<file path="src/design/lrs_pkg.sv">
`default_nettype none

package lrs_pkg;

  localparam int unsigned QUEUE_DEPTH = 16;
  localparam int unsigned TRACK_LIMIT = 10000;

  localparam int unsigned DATA_W = 16;
  localparam int unsigned IDX_W  = $clog2(QUEUE_DEPTH);
  localparam int unsigned OCC_W  = $clog2(QUEUE_DEPTH + 1);

  typedef enum logic [1:0] {
    ST_ADDED  = 2'd0,
    ST_FULL   = 2'd1,
    ST_SERVED = 2'd2,
    ST_EMPTY  = 2'd3
  } status_e;

  typedef enum logic [2:0] {
    RES_ADDED,
    RES_FULL,
    RES_EMPTY,
    RES_NONE,
    RES_SERVED
  } res_e;

  typedef enum logic [2:0] {
    S_IDLE,
    S_SCAN,
    S_WAIT,
    S_DECIDE,
    S_SHIFT
  } lrs_state_e;

  // Commands from the controller to the datapath.
  typedef struct packed {
    logic capture;
    logic add_wr;
    logic scan_init;
    logic scan_rd;
    logic pick_load;
    logic shift_rd;
    logic occ_dec;
    logic res_load;
    res_e res_sel;
  } lrs_ctrl_t;

  // Status from the datapath to the controller.
  typedef struct packed {
    logic in_add;
    logic occ_zero;
    logic occ_full;
    logic scan_last;
    logic shift_last;
    logic found_any;
  } lrs_stat_t;

endpackage

`default_nettype wire

</file>
<file path="src/design/lrs_ctrl.sv">
`default_nettype none

module lrs_ctrl (
  input  wire logic              clk_i,
  input  wire logic              rst_ni,
  input  wire logic              start_i,
  input  wire lrs_pkg::lrs_stat_t stat_i,
  output lrs_pkg::lrs_ctrl_t     ctrl_o,
  output logic                   busy_o
);
  import lrs_pkg::*;

  lrs_state_e state_q, state_d;

  always_ff @(posedge clk_i or negedge rst_ni) begin
    if (!rst_ni) begin
      state_q <= S_IDLE;
    end else begin
      state_q <= state_d;
    end
  end

  always_comb begin
    state_d = state_q;
    unique case (state_q)
      S_IDLE: begin
        if (start_i && !stat_i.in_add && !stat_i.occ_zero) begin
          state_d = S_SCAN;
        end
      end
      S_SCAN: begin
        if (stat_i.scan_last) begin
          state_d = S_WAIT;
        end
      end
      S_WAIT: begin
        state_d = S_DECIDE;
      end
      S_DECIDE: begin
        state_d = stat_i.found_any ? S_SHIFT : S_IDLE;
      end
      S_SHIFT: begin
        if (stat_i.shift_last) begin
          state_d = S_IDLE;
        end
      end
      default: begin
        state_d = S_IDLE;
      end
    endcase
  end

  always_comb begin
    ctrl_o = '0;
    ctrl_o.res_sel = RES_ADDED;
    busy_o = (state_q != S_IDLE);
    unique case (state_q)
      S_IDLE: begin
        if (start_i) begin
          ctrl_o.capture = 1'b1;
          if (stat_i.in_add) begin
            ctrl_o.res_load = 1'b1;
            if (stat_i.occ_full) begin
              ctrl_o.res_sel = RES_FULL;
            end else begin
              ctrl_o.add_wr = 1'b1;
            end
          end else if (stat_i.occ_zero) begin
            ctrl_o.res_load = 1'b1;
            ctrl_o.res_sel  = RES_EMPTY;
          end else begin
            ctrl_o.scan_init = 1'b1;
          end
        end
      end
      S_SCAN: begin
        ctrl_o.scan_rd = 1'b1;
      end
      S_WAIT: begin
      end
      S_DECIDE: begin
        ctrl_o.res_load = 1'b1;
        if (stat_i.found_any) begin
          ctrl_o.res_sel   = RES_SERVED;
          ctrl_o.pick_load = 1'b1;
        end else begin
          ctrl_o.res_sel = RES_NONE;
        end
      end
      S_SHIFT: begin
        if (stat_i.shift_last) begin
          ctrl_o.occ_dec = 1'b1;
        end else begin
          ctrl_o.shift_rd = 1'b1;
        end
      end
      default: begin
      end
    endcase
  end

endmodule

`default_nettype wire

</file>
<file path="src/design/lrs_dp.sv">
`default_nettype none

module lrs_dp (
  input  wire logic                        clk_i,
  input  wire logic                        rst_ni,
  input  wire lrs_pkg::lrs_ctrl_t          ctrl_i,
  output lrs_pkg::lrs_stat_t               stat_o,
  input  wire logic                        func_i,
  input  wire logic [lrs_pkg::DATA_W-1:0]  req_id_i,
  input  wire logic [lrs_pkg::DATA_W-1:0]  track_i,
  input  wire logic [lrs_pkg::DATA_W-1:0]  current_track_i,
  input  wire logic signed [1:0]           direction_i,
  output logic                             done_o,
  output logic [1:0]                       status_o,
  output logic [lrs_pkg::DATA_W-1:0]       out_id_o,
  output logic [lrs_pkg::DATA_W-1:0]       out_track_o,
  output logic                             reversed_o
);
  import lrs_pkg::*;

  localparam logic [DATA_W-1:0] LIMIT = DATA_W'(TRACK_LIMIT);

  // Queue storage, oldest request at index zero.
  logic [DATA_W-1:0] id_mem  [QUEUE_DEPTH];
  logic [DATA_W-1:0] trk_mem [QUEUE_DEPTH];

  logic [OCC_W-1:0]  occ_q;
  logic [IDX_W-1:0]  idx_q;
  logic              rv_scan_q, rv_shift_q, done_q;
  logic              fwd_found_q, rev_found_q;
  logic              dir0_q, up_q;
  logic [DATA_W-1:0] head_q;
  logic [DATA_W-1:0] rd_id_q, rd_trk_q;
  logic [IDX_W-1:0]  ridx_q, wr_addr_q;
  logic [DATA_W-1:0] fwd_best_q, rev_best_q;
  logic [IDX_W-1:0]  fwd_idx_q, rev_idx_q;
  logic [DATA_W-1:0] fwd_id_q, fwd_trk_q, rev_id_q, rev_trk_q;
  logic [1:0]        status_q;
  logic [DATA_W-1:0] out_id_q, out_trk_q;
  logic              rev_q;

  logic [OCC_W-1:0]  occ_m1;
  logic              at_last;
  logic              mem_we, mem_re;
  logic [IDX_W-1:0]  wa, ra;
  logic [DATA_W-1:0] wd_id, wd_trk;
  logic              ge, le;
  logic [DATA_W-1:0] d_up, d_dn;
  logic              fwd_ok, rev_ok;
  logic [DATA_W-1:0] fwd_d, rev_d;
  logic              fwd_upd, rev_upd;

  assign occ_m1  = occ_q - OCC_W'(1);
  assign at_last = (OCC_W'(idx_q) == occ_m1);

  assign stat_o.in_add     = !func_i;
  assign stat_o.occ_zero   = (occ_q == '0);
  assign stat_o.occ_full   = (occ_q == OCC_W'(QUEUE_DEPTH));
  assign stat_o.scan_last  = at_last || dir0_q;
  assign stat_o.shift_last = at_last;
  assign stat_o.found_any  = fwd_found_q || rev_found_q;

  // Single write port: new requests at the tail, or the compaction beat
  // that moves the entry read in the previous cycle down by one place.
  assign mem_we = ctrl_i.add_wr || rv_shift_q;
  assign wa     = ctrl_i.add_wr ? occ_q[IDX_W-1:0] : wr_addr_q;
  assign wd_id  = ctrl_i.add_wr ? req_id_i : rd_id_q;
  assign wd_trk = ctrl_i.add_wr ? track_i  : rd_trk_q;
  assign mem_re = ctrl_i.scan_rd || ctrl_i.shift_rd;
  assign ra     = ctrl_i.scan_rd ? idx_q : idx_q + IDX_W'(1);

  always_ff @(posedge clk_i) begin
    if (mem_we) begin
      id_mem[wa]  <= wd_id;
      trk_mem[wa] <= wd_trk;
    end
  end

  always_ff @(posedge clk_i) begin
    if (mem_re) begin
      rd_id_q  <= id_mem[ra];
      rd_trk_q <= trk_mem[ra];
    end
  end

  // Both search directions are evaluated in the same scan. An entry at the
  // head position has distance zero, so the oldest such one wins either way.
  assign ge   = (rd_trk_q >= head_q);
  assign le   = (rd_trk_q <= head_q);
  assign d_up = rd_trk_q - head_q;
  assign d_dn = head_q - rd_trk_q;

  always_comb begin
    if (dir0_q) begin
      fwd_ok = 1'b1;
      fwd_d  = '0;
      rev_ok = 1'b0;
      rev_d  = d_up;
    end else if (up_q) begin
      fwd_ok = ge;
      fwd_d  = d_up;
      rev_ok = le;
      rev_d  = d_dn;
    end else begin
      fwd_ok = le;
      fwd_d  = d_dn;
      rev_ok = ge;
      rev_d  = d_up;
    end
  end

  assign fwd_upd = rv_scan_q && fwd_ok && (fwd_d < fwd_best_q);
  assign rev_upd = rv_scan_q && rev_ok && (rev_d < rev_best_q);

  always_ff @(posedge clk_i or negedge rst_ni) begin
    if (!rst_ni) begin
      occ_q       <= '0;
      idx_q       <= '0;
      rv_scan_q   <= 1'b0;
      rv_shift_q  <= 1'b0;
      done_q      <= 1'b0;
      fwd_found_q <= 1'b0;
      rev_found_q <= 1'b0;
      dir0_q      <= 1'b0;
      up_q        <= 1'b0;
    end else begin
      rv_scan_q  <= ctrl_i.scan_rd;
      rv_shift_q <= ctrl_i.shift_rd;
      done_q     <= ctrl_i.res_load;
      if (ctrl_i.capture) begin
        dir0_q <= (direction_i == 2'sb00);
        up_q   <= (direction_i == 2'sb01);
      end
      if (ctrl_i.add_wr) begin
        occ_q <= occ_q + OCC_W'(1);
      end else if (ctrl_i.occ_dec) begin
        occ_q <= occ_m1;
      end
      if (ctrl_i.scan_init) begin
        idx_q       <= '0;
        fwd_found_q <= 1'b0;
        rev_found_q <= 1'b0;
      end else begin
        if (fwd_upd) begin
          fwd_found_q <= 1'b1;
        end
        if (rev_upd) begin
          rev_found_q <= 1'b1;
        end
        if (ctrl_i.pick_load) begin
          idx_q <= fwd_found_q ? fwd_idx_q : rev_idx_q;
        end else if (ctrl_i.scan_rd || ctrl_i.shift_rd) begin
          idx_q <= idx_q + IDX_W'(1);
        end
      end
    end
  end

  always_ff @(posedge clk_i) begin
    if (ctrl_i.capture) begin
      head_q <= current_track_i;
    end
    if (ctrl_i.scan_rd) begin
      ridx_q <= idx_q;
    end
    if (ctrl_i.shift_rd) begin
      wr_addr_q <= idx_q;
    end
    if (ctrl_i.scan_init) begin
      fwd_best_q <= LIMIT;
      rev_best_q <= LIMIT;
    end else begin
      if (fwd_upd) begin
        fwd_best_q <= fwd_d;
        fwd_idx_q  <= ridx_q;
        fwd_id_q   <= rd_id_q;
        fwd_trk_q  <= rd_trk_q;
      end
      if (rev_upd) begin
        rev_best_q <= rev_d;
        rev_idx_q  <= ridx_q;
        rev_id_q   <= rd_id_q;
        rev_trk_q  <= rd_trk_q;
      end
    end
    if (ctrl_i.res_load) begin
      out_id_q  <= '0;
      out_trk_q <= '0;
      rev_q     <= 1'b0;
      case (ctrl_i.res_sel)
        RES_ADDED: status_q <= ST_ADDED;
        RES_FULL:  status_q <= ST_FULL;
        RES_EMPTY: status_q <= ST_EMPTY;
        RES_NONE: begin
          status_q <= ST_EMPTY;
          rev_q    <= 1'b1;
        end
        RES_SERVED: begin
          status_q  <= ST_SERVED;
          out_id_q  <= fwd_found_q ? fwd_id_q  : rev_id_q;
          out_trk_q <= fwd_found_q ? fwd_trk_q : rev_trk_q;
          rev_q     <= !fwd_found_q;
        end
        default: status_q <= ST_EMPTY;
      endcase
    end
  end

  assign done_o      = done_q;
  assign status_o    = status_q;
  assign out_id_o    = out_id_q;
  assign out_track_o = out_trk_q;
  assign reversed_o  = rev_q;

endmodule

`default_nettype wire

</file>
<file path="src/design/look_request_scheduler.sv">
`default_nettype none

// LOOK request scheduler: a queue of up to QUEUE_DEPTH pending requests kept
// in arrival order, each an identifier and a target track.
// A command beat is taken at a rising edge where start_i is high and busy_o
// is low; func_i selects between adding a request and serving the next one.
// Every command gives exactly one result beat: done_o is high for one cycle
// with status_o, out_id_o, out_track_o and reversed_o valid alongside it.
// The receiver has no way to hold results off and needs none.
// Add, add to a full queue and serve from an empty queue answer in the cycle
// after the command and leave busy_o low, so commands may follow every cycle.
// Serving reads the queue one entry a cycle through the single read port of
// the storage, looking up and down at once, and then closes the gap by
// moving each later entry down one place a cycle. busy_o stays high until
// the search and any closing of the gap are done, and the next command can
// be taken once it is low again; the result beat comes after the scan, before
// the gap is closed. With direction zero only the oldest entry is read. Reset
// empties the queue; the stored entries are not cleared and need no pass.

module look_request_scheduler (
  input  wire logic                        clk_i,
  input  wire logic                        rst_ni,
  input  wire logic                        start_i,
  output logic                             busy_o,
  input  wire logic                        func_i,
  input  wire logic [lrs_pkg::DATA_W-1:0]  req_id_i,
  input  wire logic [lrs_pkg::DATA_W-1:0]  track_i,
  input  wire logic [lrs_pkg::DATA_W-1:0]  current_track_i,
  input  wire logic signed [1:0]           direction_i,
  output logic                             done_o,
  output logic [1:0]                       status_o,
  output logic [lrs_pkg::DATA_W-1:0]       out_id_o,
  output logic [lrs_pkg::DATA_W-1:0]       out_track_o,
  output logic                             reversed_o
);
  import lrs_pkg::*;

  lrs_ctrl_t ctrl;
  lrs_stat_t stat;

  lrs_ctrl u_ctrl (
    .clk_i   (clk_i),
    .rst_ni  (rst_ni),
    .start_i (start_i),
    .stat_i  (stat),
    .ctrl_o  (ctrl),
    .busy_o  (busy_o)
  );

  lrs_dp u_dp (
    .clk_i           (clk_i),
    .rst_ni          (rst_ni),
    .ctrl_i          (ctrl),
    .stat_o          (stat),
    .func_i          (func_i),
    .req_id_i        (req_id_i),
    .track_i         (track_i),
    .current_track_i (current_track_i),
    .direction_i     (direction_i),
    .done_o          (done_o),
    .status_o        (status_o),
    .out_id_o        (out_id_o),
    .out_track_o     (out_track_o),
    .reversed_o      (reversed_o)
  );

  // An accepted command either answers in the next cycle or keeps the
  // block busy until its search has run.
  a_cmd_progress: assert property (@(posedge clk_i) disable iff (!rst_ni)
    start_i && !busy_o |=> done_o || busy_o)
    else $error("accepted command neither answered nor started a search");

  // The block only becomes busy on the back of an accepted command.
  a_busy_cause: assert property (@(posedge clk_i) disable iff (!rst_ni)
    $rose(busy_o) |-> $past(start_i))
    else $error("busy raised without a command");

  // Only a served request carries an identifier or a track.
  a_payload_zero: assert property (@(posedge clk_i) disable iff (!rst_ni)
    done_o && status_o != ST_SERVED |-> out_id_o == '0 && out_track_o == '0)
    else $error("payload present on a result that serves nothing");

  // The reversal flag never accompanies an add.
  a_rev_status: assert property (@(posedge clk_i) disable iff (!rst_ni)
    done_o && reversed_o |-> status_o == ST_SERVED || status_o == ST_EMPTY)
    else $error("reversal flagged on an add result");

endmodule

`default_nettype wire
</file>
<file path="config.mk">
export PLATFORM = sky130hd
export DESIGN_NAME = look_request_scheduler
export DESIGN_NICKNAME = d
export VERILOG_FILES = /design/src/design/lrs_pkg.sv /design/src/design/lrs_ctrl.sv /design/src/design/lrs_dp.sv /design/src/design/look_request_scheduler.sv
export SDC_FILE = /design/constraint.sdc
export NUM_CORES = 1
export LEC_CHECK = 0
export ABC_AREA = 1
export BUFFER_PORTS_ARGS = -buffer_cell sky130_fd_sc_hd__buf_2
export CAP_MARGIN = 5
export CORE_MARGIN = 5
export CORE_UTILIZATION = 52
export DETAILED_ROUTE_END_ITERATION = 10
export HOLD_SLACK_MARGIN = 0.05
export PLACE_DENSITY_LB_ADDON = 0.12
export SYNTH_ARGS = -nofsm -noshare
export SYNTH_HDL_FRONTEND = slang
export SYNTH_SLANG_ARGS = --single-unit
</file>
<file path="constraint.sdc">
create_clock -name clk_i -period 5.1 [get_ports clk_i]
set_clock_uncertainty 0.05 [all_clocks]
set_input_delay 0.51 -clock clk_i [delete_from_list [all_inputs] [get_ports clk_i]]
set_output_delay 0.51 -clock clk_i [all_outputs]
set_load 0.05 [all_outputs]
</file>
-- Yosys cells after proc, flatten, opt, wreduce, memory -nomap -nowiden
Memories as Yosys holds them, arrays and structs flattened. A register that Yosys moved wholly into a read port is not among the register bits.
Cells that the tools add are included.
W data, S select, Z words.
- word-level logic and storage cells: 125
- memory bits (writable): 512
- ROM bits: 0
- register bits: 182
- input port bits: 54
- latch bits: 0
- memories: 2
- $mul: 0
- muxes and demuxes: 51
- add/sub/neg operators: 5
- bitwise logic cells: 1
- $lt $le $gt $ge: 4
- reduce and logical (&&, ||, !) cells: 24
- equal/unequal tests: 13
- shift-type cells: 0
- divide/modulo/power cells: 0
- memories (name ; depth ; bits a word ; rd ports ; clocked after Yosys merged registers in ; wr ports ; RTL line ; text):
    u_dp.id_mem ; 16 ; 16 ; 1 ; 1 ; 1 ; lrs_dp.sv:24 ; logic [DATA_W-1:0] id_mem [QUEUE_DEPTH];
    u_dp.trk_mem ; 16 ; 16 ; 1 ; 1 ; 1 ; lrs_dp.sv:25 ; logic [DATA_W-1:0] trk_mem [QUEUE_DEPTH];
- operators by type and width (cell ; number):
    $mux W16 ; 8
    $mux W4 ; 9
    $lt A16 B16 Y1 ; 2
    $sub A16 B16 Y16 ; 2
    $mux W3 ; 7
    $mux W1 ; 20
    $ge A16 B16 Y1 ; 1
    $le A16 B16 Y1 ; 1
    $pmux W3 S5 ; 1
    $mux W5 ; 2
    $eq A3 B2 Y1 const B ; 3
    $pmux W4 S2 ; 1
    $eq A3 B1 Y1 const B ; 2
    $eq A3 B3 Y1 const B ; 2
    $logic_and A1 B1 Y1 ; 6
    $logic_not A3 Y1 ; 2
    $pmux W2 S3 ; 1
    $reduce_bool A2 Y1 ; 3
    $reduce_bool A3 Y1 ; 2
    $add A5 B1 Y5 const B ; 1
    $eq A4 B5 Y1 ; 1
    $eq A5 B5 Y1 const B ; 1
    $logic_not A5 Y1 ; 1
    $sub A5 B1 Y5 const B ; 1
    other kinds (12) ; 18

-- Logic depth before layout (Yosys ltp)
Gate-level depths: netlist of run 1.
- word-level depth: 8
- mapped depth: 24
- gate-level depth less buffers: 23

-- By module
A second synthesis of run 1 with hierarchy kept.
- cells, all modules: 2669
- area total of the unflattened synthesis: 31231.2 µm²
- by module, submodules not included (module ; cells each ; times used ; sequential area each (µm²) ; area each (µm²)):
    lrs_dp ; 2623 ; 1 ; 21310.4 ; 30942.2
    lrs_ctrl ; 46 ; 1 ; 75.1 ; 289.0

-- Least setup slack after synthesis of run 1
Ideal clock, no wire load.
- path kind: register -> register
- start: register u_dp.rd_trk_q[0], read port of u_dp.trk_mem
- end: register u_dp.fwd_id_q[0], enable pin
- cell stages (with the launch flop): 19
- path buffers: 1
- slack: 0.248 ns
- required time: 4.621 ns
- setup time: 0.429 ns
- period minus slack after synthesis: 4.852 ns
- arrival time: 4.372 ns
- cell sequence: edfxtp_1 inv_1 ha_1 inv_1 fa_1 nand2_1 nand4_1 or2_2 nand3_1 nand2_1 ha_1 nand2_1 nor2_1 a211oi_1 nand2_1 nand2_1 nand4_4 buf_4 nor2_1
- word-level cells in the longest chain between the ends: 6
- elaborated cells between the ends (all ways): 12
- classes of those cells: add/sub: 2; order compare: 3; mux: 4; reduce/logical: 3
- ends and longest elaborated chain (item ; RTL line ; text):
    start, declared ; lrs_dp.sv:33 ; logic [DATA_W-1:0] rd_id_q, rd_trk_q;
    $sub A16 B16 Y16, on equally long branches ; lrs_dp.sv:91, lrs_dp.sv:90 ;
    $mux W16 (*) ; lrs_dp.sv:99 ; end else if (up_q) begin
    $mux W16 (*) ; lrs_dp.sv:94 ; if (dir0_q) begin
    named net u_dp.fwd_d[6] ; lrs_dp.sv:50 ; logic [DATA_W-1:0] fwd_d, rev_d;
    $lt A16 B16 Y1 (*) ; lrs_dp.sv:112 ; assign fwd_upd = rv_scan_q && fwd_ok && (fwd_d < fwd_best_q);
    $logic_and A1 B1 Y1 (*) ; lrs_dp.sv:112 ;
    $reduce_and A2 Y1 (no source line) (*) ; - ;
    end signal, assigned ; lrs_dp.sv:176 ; fwd_id_q <= rd_id_q;
    end, declared ; lrs_dp.sv:37 ; logic [DATA_W-1:0] fwd_id_q, fwd_trk_q, rev_id_q, rev_trk_q;
The timed path passes the listed nets; every way through them passes the cells marked *.
A chain may end at the register's enable or synchronous reset.

-- Worst setup path in the final report of run 1
- start: register u_dp.rd_trk_q[10], read port of u_dp.trk_mem
- end: register u_dp.fwd_id_q[10], enable pin
Same word-level chain as after synthesis.

==> results.json, run 1 <==
{
  "status": "completed",
  "reg_top3": "u_dp.id_mem: 256 flops, u_dp.trk_mem: 256 flops",
  "worst_pin_slew_ps": 1120,
  "crit_chain": "inv_1 -> ha_1 -> nand2_1 -> inv_1 -> a21oi_1 -> nor2_1 -> nor2_1 -> nand3_1 -> nand3_1 -> nand2_1 -> ha_1 -> nand2_1 -> inv_1 -> o21ai_1 -> nand4_1 -> a21oi_1 -> nand4_4 -> nor2_4 -> buf_12",
  "drt-initial-drc-count": 2090,
  "htreeDepth": 3,
  "hold_path.class": "input pin to register",
  "crit_start": "u_dp.rd_trk_q[10]",
  "num_vias": 21200,
  "r2r_setup_slack_ps": 900,
  "drt-total-wl_mm": 81.1,
  "multi_input_area_um2": 8970,
  "worst_setup_path_end_kind": "register",
  "max_freq_mhz": 238,
  "grt_pass1_vias": 20300,
  "max_stage_delay_ps": 480,
  "min_period_ps": 4200,
  "final.setup.tns_ps": 0,
  "place.gp.congestion": 0.914,
  "cap_viol_max_count": 0,
  "drv_slew": 0,
  "min_from": "current_track_i[7]",
  "synth.distinct_cells": 49,
  "cts_inserted_buffers": 75,
  "required_ps": 5370,
  "synth_fa_ha_area_share_pct": 2.67,
  "n_antenna_cell": 0,
  "hold_violations": 0,
  "r2r_start": "u_dp.rd_trk_q[10]",
  "final.period_utilization_pct": 82.3,
  "wl_per_cell_um": 21.8,
  "synth_compound_area_share_pct": 9.21,
  "syn-cell-area_um2": 31500,
  "gr-usage-all-layers_pct": 24.3,
  "dieArea_um2": 65600,
  "cts_tree": "yes",
  "synth_simple_gate_area_share_pct": 15.5,
  "fillers": 4870,
  "core-area_um2": 60100,
  "slowest_stage": "nor2_4",
  "start_util_pct": 52.4,
  "ys_seq_area_share_pct": 67.9,
  "root_buffer": "clkbuf_16",
  "path_clk_slew_ps": 60,
  "dieWidth_um": 256,
  "cts_sinks": 726,
  "rows": 90,
  "synth-seq-cells": 726,
  "clock_latency_ps": 610,
  "yosys_warnings": 0,
  "dieHeight_um": 256,
  "rsz0062_at_grt": "no",
  "worst-path-max-fanout": 22,
  "grt_pass1_wl_mm": 123,
  "synthMuxAreaShare_pct": 0.0636,
  "startpoint_type": "register",
  "synth_cells": 2784,
  "drc": 0,
  "grt_start_max_net_pins": 193,
  "clock_path_buffers": 3,
  "maxSlewHeadroom_pct": 25.1,
  "worst-path-buf-inv": 4,
  "crit_family": "simple AND/OR/NAND/NOR gates",
  "cts_resized": 0,
  "hpwl_mm": 47.4,
  "drive_gt1_share_pct": 11.2,
  "numPortBuffers": 90,
  "num_io_pins": 91,
  "synth-xor-area-share_pct": 0.417,
  "viasPerCell": 5.70,
  "synthArstFlopShare_pct": 2.62,
  "grt_overflow_total": 0,
  "ant_nets": 0,
  "crit_arrival_ps": 4470,
  "crit_type": "register to register",
  "setup_viol": 0,
  "antenna_found_initial": 1,
  "seq_area_um2": 21400,
  "synth-edff-count": 675,
  "syn_area_per_cell_um2": 11.3,
  "drt-pass1-iter-count": 6,
  "syn2layout_area_growth_pct": 13.1,
  "synth_top_family_by_area": "simple AND/OR/NAND/NOR gates",
  "syn-num-nets": 2904,
  "synth_ff_type": "edfxtp_1",
  "nets": 3001
}
==> worst register-to-register path, cell delays in order, from the launching register on <==
cell and delay [ps]:
edfxtp_1 440, inv_1 80, ha_1 420, nand2_1 170
inv_1 70, a21oi_1 260, nor2_1 70, nor2_1 180
nand3_1 130, nand3_1 100, nand2_1 90, ha_1 320
nand2_1 70, inv_1 60, o21ai_1 70, nand4_1 80
a21oi_1 320, nand4_4 160, nor2_4 480, buf_12 270
==> kinds of logic after synthesis <==
kind of cell             Yosys count
AO/OA/AOI/OAI                    506
multiplexers                       2
XOR/XNOR                          15
flip-flops                       726
AND/OR/NAND/NOR                 1151
buffers and inverters            318
adder cells (fa/ha/maj)           66
==> cell usage in the layout (no fill, tap or decap), drive strengths merged, types with 10 or more instances in the layout <==
master	synthesis	layout
inv	174	176
clkinv	1	28
xor2	10	10
nor2	443	443
buf	86	147
nand4	30	30
o211ai	131	131
o21ai	299	299
clkbuf	57	102
a21oi	62	62
ha	64	64
edfxtp	675	675
dfxtp	32	32
nand3	216	216
nand2	449	449
dlygate4sd3	0	16
dfrtp	19	19
==> final timing paths <==
check                                    end  cells past startpoint
min                           u_dp.head_q[7]                      1
max                        u_dp.fwd_id_q[10]                     19
min reg2reg                u_dp.fwd_idx_q[0]                      0
max reg2reg                u_dp.fwd_id_q[10]                     19
min in group asynchronous      u_dp.idx_q[2]                      2
max in group asynchronous   u_dp.fwd_found_q                      2
==> cells in the mapped netlist (10+ instances only) <==
cell / number / area share, %
nand4_1: 26 / 0.52
edfxtp_1: 675 / 64
clkbuf_1: 56 / 0.67
dfxtp_1: 32 / 2.0
o211ai_1: 131 / 3.1
nand3_1: 201 / 3.2
a21oi_1: 61 / 0.97
buf_2: 71 / 1.1
xor2_1: 10 / 0.28
ha_1: 64 / 2.5
nand2_1: 442 / 5.3
nor2_1: 436 / 5.2
o21ai_1: 153 / 2.4
inv_1: 157 / 1.9
o21ai_0: 145 / 2.3
nand3_2: 14 / 0.45
inv_2: 17 / 0.20
dfrtp_1: 19 / 1.5
==> per-layer routing <==
| metal | share of wire (%) | wire (µm) | track usage [%] |
|---|---|---|---|
| met5 | 0 | 0 | 0 |
| met4 | 2.0 | 1640 | 6.51 |
| met3 | 7.5 | 6100 | 4.51 |
| met1 | 44 | 36000 | 35.8 |
| met2 | 46 | 37300 | 37.7 |
==> timing repair <==
action / 4_1_cts / 5_1_grt
hold endpoints to repair: 33 / 0
hold buffers: 16 / 0
setup buffers: 0 / 0
==> final cells by class <==
cell class | count | area share [%]
Inverter | 175 | 1.86
Multi-Input combinational cell | 1740 | 25.2
Sequential cell | 726 | 60.1
Clock inverter | 33 | 0.903
Timing Repair Buffer | 163 | 3.48
Clock buffer | 102 | 5.76
Tap cell | 782 | 2.75
==> through the flow <==
step	cells	instance area [µm²]	hold WS, ps	setup WS, ps	utilization [%]
final	3721	35600	78.0	901	59.2
after global routing	3721	35600	53.1	533	59.2
after CTS	3721	35600	55.0	882	59.2
after detailed placement	3570	33100	380	904	55.0
after global placement	3570	33100	372	991	55.0
after floorplan	2784	31500	164	248	-
Power of run 1 is not shown: default switching activity piles up to over one toggle a cycle in this logic, so the estimate is an artifact.
==> run 2: changes to the inputs <==
--- a/config.mk
+++ b/config.mk
@@ -5,7 +5,7 @@
 export SDC_FILE = /design/constraint.sdc
 export NUM_CORES = 1
 export LEC_CHECK = 0
-export ABC_AREA = 1
+export ABC_AREA = 0
 export BUFFER_PORTS_ARGS = -buffer_cell sky130_fd_sc_hd__buf_2
 export CAP_MARGIN = 5
 export CORE_MARGIN = 5
==> constraint.sdc (replaced) <==
create_clock -name clk_i -period 4.1 [get_ports clk_i]
set_clock_uncertainty 0.05 [all_clocks]
set_input_delay 0.41 -clock clk_i [delete_from_list [all_inputs] [get_ports clk_i]]
set_output_delay 0.41 -clock clk_i [all_outputs]
set_load 0.05 [all_outputs]
==> results.json, run 2 <==
{
  "clock_latency_ps": 610,
  "yosys_warnings": 0,
  "viasPerCell": 5.79,
  "use_met1_pct": 35.2,
  "min_from": "direction_i[0]",
  "worst_pin_slew_ps": 1150,
  "yosysTopAreaCellShare_pct": 66.9,
  "synth-edff-count": 675,
  "numPortBuffers": 90,
  "cap_viol_max_count": 0,
  "synthTopCellsByCount": "edfxtp_1, mux4_2, nand2_1",
  "hold_violations": 0,
  "worst_setup_path_end_kind": "register",
  "dieArea_um2": 63200,
  "nets": 2214,
  "cts_sinks": 726,
  "fillers": 4119,
  "cts_tree": "yes",
  "p_per_area_nw_per_um2": 929,
  "synthArstFlopShare_pct": 2.62,
  "rr_worst_depth": 20,
  "use_met2_pct": 35.9,
  "synth-seq-cells": 726,
  "crit_chain": "inv_2 -> ha_4 -> inv_2 -> fa_2 -> a21o_1 -> a221o_1 -> a211o_1 -> a21o_1 -> a311oi_2 -> xor2_1 -> nor2_1 -> ha_1 -> nand4_1 -> nor3_2 -> o2111ai_1 -> o211ai_1 -> a31o_2 -> nand2b_4 -> clkinvlp_4 -> buf_12",
  "r2r_setup_slack_ps": -380,
  "setup_viol": 100,
  "crit_family": "compound AO/OA/AOI/OAI gates",
  "status": "finished with violations",
  "hold_ws_ps": 164,
  "cts_inserted_buffers": 75,
  "gr-usage-all-layers_pct": 23.3,
  "required_ps": 4410,
  "synth_area_leader_cell": "edfxtp_1",
  "dieHeight_um": 251,
  "synth.distinct_cells": 69,
  "drt-pass1-iter-count": 5,
  "synth_cells": 1754,
  "grt_overflow_total": 0,
  "dieWidth_um": 251,
  "layout_commonest_cell": "edfxtp_1",
  "final.period_utilization_pct": 109,
  "whs_path_depth": 3,
  "wl_per_cell_um": 25.1,
  "syn-cell-area_um2": 30300,
  "hold_end": "u_dp.up_q",
  "max_stage_delay_ps": 430,
  "root_buffer": "clkbuf_16",
  "grt_pass1_vias": 17400,
  "fin_ws_ps": -377,
  "grt_start_max_net_pins": 46,
  "worst-path-buf-inv": 4,
  "seq_area_um2": 21400,
  "min_period_ps": 4480,
  "worstReg2RegEnd": "u_dp.fwd_id_q[7]",
  "drive_gt1_share_pct": 32.7,
  "clock_path_buffers": 3,
  "synth_ff_type": "edfxtp_1",
  "hpwl_mm": 45.4,
  "crit_type": "register to register",
  "place.gp.congestion": 0.845,
  "drt-initial-drc-count": 1417,
  "num_io_pins": 91,
  "yosys-top-cells-area": "edfxtp_1, mux4_2, ha_1",
  "ant_nets": 0,
  "startpoint_type": "register",
  "grt-busiest-layer": "met2",
  "yosysMostFrequentCell": "edfxtp_1",
  "slowest_stage": "edfxtp_1",
  "peakVddDrop_uv": 569,
  "worst-path-max-fanout": 19,
  "drv_slew": 0,
  "power.total_mw": 34.2,
  "max_freq_mhz": 223,
  "rsz0062_at_grt": "yes",
  "syn_area_per_cell_um2": 17.3,
  "start_util_pct": 52.6,
  "drt-total-wl_mm": 73.3,
  "rows": 88,
  "syn2layout_area_growth_pct": 21.6,
  "maxSlewHeadroom_pct": 23.0,
  "layout_common_cells": "edfxtp_1, buf_4, mux4_2, nand2_1, buf_2",
  "hold_path.class": "input pin to register",
  "ys_seq_area_share_pct": 70.5,
  "multi_input_area_um2": 8800,
  "core-area_um2": 57700,
  "r2r_start": "u_dp.rd_trk_q[0]",
  "power.leakage_nw": 13.1,
  "grt_pass1_wl_mm": 110,
  "n_antenna_cell": 0,
  "drc": 0,
  "syn-num-nets": 1874,
  "htreeDepth": 3,
  "antenna_found_initial": 2,
  "use_met3_pct": 4.00,
  "violations": "negative setup slack",
  "reg_top3": "u_dp.id_mem: 256 flops, u_dp.trk_mem: 256 flops",
  "path_clk_slew_ps": 60,
  "num_vias": 16900,
  "crit_arrival_ps": 4790
}
-- run 2: cell count changes after synthesis, sizes merged, moves of 15 or more --
cell,delta
a211oi,+15
mux4,+160
nand4,-19
buf,-54
nand3,-199
o211ai,-124
mux2i,+49
o21ai,-244
inv,-92
nor2,-343
nand2,-345
nor3,+17
-- run 2: layer usage --
layer  part of all wire, %  wire (µm)
met5                     0          0
met4                   2.5       1810
met3                   6.0       4420
met2                    47      34400
met1                    45      32700
-- run 2: cell families (layout without fill, tap and decap cells) --
kind of cell    after synthesis  in the layout  synth area share (%)
compound gates              226            226                  4.76
simple gates                311            311                  4.77
buf+inv                     169            568                  2.21
fa+ha+maj                    66             66                  2.77
xor+xnor                     35             35                  1.01
mux                         221            221                  13.9
flops                       726            726                  70.5
-- run 2: timing repair --
item / CTS / global route
resized for setup: 62 / 28
hold endpoints to repair: 36 / 0
pin swaps: 20 / 11
setup endpoints to repair: 106 / 106
buffers inserted: 24 / 6
cloned: 3 / 0
hold buffers: 19 / 0
-- run 2: cell type report --
| type | instances | area share (%) |
|---|---|---|
| inverters | 82 | 0.859 |
| clock inverters | 49 | 1.32 |
| flip-flops and latches | 726 | 58.0 |
| repair buffers | 350 | 8.06 |
| well taps | 765 | 2.60 |
| multi-input cells | 859 | 23.9 |
| clock buffers | 87 | 5.27 |
-- run 2: how the worst max path moves through the flow --
stage / startpoint / endpoint / slack, ps / cells past startpoint
after floorplan: u_dp.rd_trk_q[0] / u_dp.fwd_id_q[0] / -480 / 19
after global placement: u_dp.rd_trk_q[4] / u_dp.fwd_id_q[11] / -500 / 19
after detailed placement: u_dp.head_q[2] / u_dp.fwd_id_q[10] / -540 / 18
after CTS: u_dp.rd_trk_q[0] / u_dp.fwd_id_q[12] / -390 / 20
after global routing: u_dp.rd_trk_q[0] / u_dp.fwd_id_q[9] / -700 / 20
final: u_dp.rd_trk_q[0] / u_dp.fwd_id_q[7] / -380 / 20
-- run 2: worst min-delay path: stages --
cell and delay, ps:
buf_2 100, nand3b_1 130, o21ai_0 130
-- run 2: where the power goes --
part           internal [mW]  switching, mW  leakage, nW  total (mW)
clock                   3.92           2.79         1.18        6.71
combinational           7.73           8.66         5.30        16.4
sequential              10.5          0.666         6.63        11.1
total                   22.1           12.1         13.1        34.2
-- run 2: through the flow --
stage / TNS [ps] / worst slack (ps) / util, % / cells / instance area (µm²)
floorplan: -17220 / -478 / - / 1754 / 30400
global placement: -29200 / -503 / 58.1 / 2734 / 33500
detailed placement: -39240 / -542 / 58.1 / 2734 / 33500
CTS: -28790 / -394 / 63.6 / 2914 / 36700
global route: -53470 / -695 / 63.9 / 2918 / 36900
finish: -27480 / -377 / 63.9 / 2918 / 36900
Note: power is estimated with default switching activity, not from simulation.
==> run 3: changes to the inputs <==
--- a/config.mk
+++ b/config.mk
@@ -8,8 +8,10 @@
 export ABC_AREA = 0
 export BUFFER_PORTS_ARGS = -buffer_cell sky130_fd_sc_hd__buf_2
 export CAP_MARGIN = 5
-export CORE_MARGIN = 5
-export CORE_UTILIZATION = 52
+export CELL_PAD_IN_SITES_DETAIL_PLACEMENT = 2
+export CELL_PAD_IN_SITES_GLOBAL_PLACEMENT = 2
+export CORE_MARGIN = 2
+export CORE_UTILIZATION = 47
 export DETAILED_ROUTE_END_ITERATION = 10
 export HOLD_SLACK_MARGIN = 0.05
 export PLACE_DENSITY_LB_ADDON = 0.12
==> constraint.sdc (replaced) <==
create_clock -name clk_i -period 4.6 [get_ports clk_i]
set_clock_uncertainty 0.05 [all_clocks]
set_input_delay 0.46 -clock clk_i [delete_from_list [all_inputs] [get_ports clk_i]]
set_output_delay 0.46 -clock clk_i [all_outputs]
set_load 0.05 [all_outputs]
==> results.json, run 3 (same netlist as run 2, synthesis figures left out) <==
{
  "status": "finished with violations",
  "violations": "negative setup slack",
  "post_dp_cell_area_um2": 32900,
  "grt_start_max_net_pins": 77,
  "cts_tree": "yes",
  "worst_pin_slew_ps": 1210,
  "p_per_area_nw_per_um2": 863,
  "required_ps": 4930,
  "dieWidth_um": 258,
  "dp.cells": 2735,
  "startpoint_type": "register",
  "drc": 0,
  "gr-usage-all-layers_pct": 29.4,
  "r2r_start": "u_dp.rd_trk_q[4]",
  "htreeDepth": 3,
  "min_from": "direction_i[0]",
  "rsz0062_at_grt": "yes",
  "wl_per_cell_um": 33.4,
  "r2r_setup_slack_ps": -100,
  "rows": 93,
  "maxSlewHeadroom_pct": 18.7,
  "viasPerCell": 6.09,
  "num_vias": 17700,
  "clock_latency_ps": 640,
  "setup_viol": 41,
  "clockPowerShare_pct": 20.7,
  "instances_no_fill": 2915,
  "rr_worst_depth": 19,
  "hpwl_mm": 60.2,
  "layout_common_cells": "edfxtp_1, mux4_2, buf_4, nand2_1, buf_2",
  "fillers": 5499,
  "peakVddDrop_uv": 720,
  "pwr-share-seq_pct": 32.4,
  "final.setup.tns_ps": -3390,
  "fin_ws_ps": -104,
  "ant_nets": 0,
  "crit_type": "register to register",
  "seq_area_um2": 21400,
  "grt_pass1_vias": 19600,
  "clock_path_buffers": 3,
  "grt_pass1_wl_mm": 140,
  "hold_ws_ps": 202,
  "switching_share_pct": 38.0,
  "whs_path_depth": 3,
  "cts_sinks": 726,
  "root_buffer": "clkbuf_16",
  "worst_setup_path_end_kind": "register",
  "crit_arrival_ps": 5030,
  "power.switching_mw": 11.8,
  "layout_commonest_cell": "edfxtp_1",
  "syn2layout_area_growth_pct": 18.7,
  "final.period_utilization_pct": 102,
  "power.leakage_nw": 12.6,
  "hold_violations": 0,
  "drive_gt1_share_pct": 28.5,
  "multi_input_area_um2": 8580,
  "place.gp.congestion": 0.854,
  "drv_slew": 0,
  "drt-total-wl_mm": 97.3,
  "dieHeight_um": 258,
  "min_period_ps": 4700,
  "grt_overflow_total": 0,
  "design_area_um2": 36000,
  "numPortBuffers": 90,
  "worstReg2RegEnd": "u_dp.fwd_trk_q[0]",
  "n_antenna_cell": 0,
  "hold_end": "u_dp.up_q",
  "dieArea_um2": 66600,
  "core-area_um2": 64100,
  "drt-initial-drc-count": 1709,
  "worst-path-max-fanout": 12,
  "drt-pass1-iter-count": 7,
  "hold_path.class": "input pin to register",
  "cts_inserted_buffers": 77,
  "num_io_pins": 91,
  "cap_viol_max_count": 0,
  "crit_start": "u_dp.rd_trk_q[4]",
  "antenna_found_initial": 3,
  "nets": 2119,
  "reg_top3": "u_dp.id_mem: 256 flops, u_dp.trk_mem: 256 flops",
  "combPwrFrac_pct": 46.9,
  "path_clk_slew_ps": 60,
  "internal-power_mw": 19.3,
  "max_freq_mhz": 213,
  "start_util_pct": 47.3
}
## run 3: per-stage QoR
stage	setup slack, ps	util, %	power [mW]
after global routing	-333	56.1	32.4
final	-104	56.1	31.1
after CTS	-106	55.7	30.8
after detailed placement	-230	51.3	23.9
after floorplan	7.11	-	18.8
after global placement	0.285	51.3	23.1
## run 3: final cells by class
type / count / share of cell area, %
clock buffers: 94 / 5.65
clock inverters: 46 / 1.44
inverters: 82 / 0.866
multi-input cells: 859 / 23.9
flip-flops and latches: 726 / 59.4
well taps: 855 / 2.97
repair buffers: 253 / 5.78
## run 3: worst max path at each step
| stage | endpoint | slack, ps | cells after the start |
|---|---|---|---|
| after CTS | u_dp.fwd_id_q[9] | -110 | 20 |
| after global routing | u_dp.fwd_trk_q[0] | -330 | 19 |
| after floorplan | u_dp.fwd_id_q[0] | 7 | 19 |
| after global placement | u_dp.fwd_trk_q[15] | 0.3 | 20 |
| after detailed placement | u_dp.fwd_trk_q[3] | -230 | 21 |
| final | u_dp.fwd_trk_q[0] | -100 | 19 |
## run 3: worst max-delay path, stage by stage, from the launching register on
cell and delay, ps:
edfxtp_1 410, inv_1 100, ha_1 260, buf_4 180, a21o_1 220, a221o_1 420, a211o_1 350, a21o_1 170
a311oi_2 220, xor2_1 220, nor2_1 70, ha_1 310, nand4_1 150, nor3_2 190, o2111ai_1 140, o211ai_1 250
a31o_2 170, nand2b_4 140, clkinvlp_4 210, buf_6 220
## run 3: layer usage
layer / GRT usage, % / part of all wire (%) / vias up
met4: 10.3 / 3.4 / 0
li1: - / - / 7395
met2: 50.7 / 51 / 695
met1: 38.3 / 40 / 9449
met5: 0 / 0 / -
met3: 4.23 / 5.0 / 201
## run 3: what timing repair did
action / in CTS / in global routing
gates resized for setup: 12 / 26
setup endpoints to repair: 47 / 104
hold buffers: 19 / 0
buffers inserted: 7 / 8
gates cloned: 2 / 4
pin swaps: 4 / 5
endpoints found under the hold margin: 36 / 0
## run 3: power by group through the flow
stage / combinational [mW] / clock [mW] / sequential, mW
after floorplan: 8.78 / 0 / 10.1
after global placement: 13.1 / 0 / 10.0
after detailed placement: 13.7 / 0 / 10.2
after CTS: 14.2 / 6.54 / 10.1
after global routing: 15.6 / 6.73 / 10.1
final: 14.6 / 6.44 / 10.1
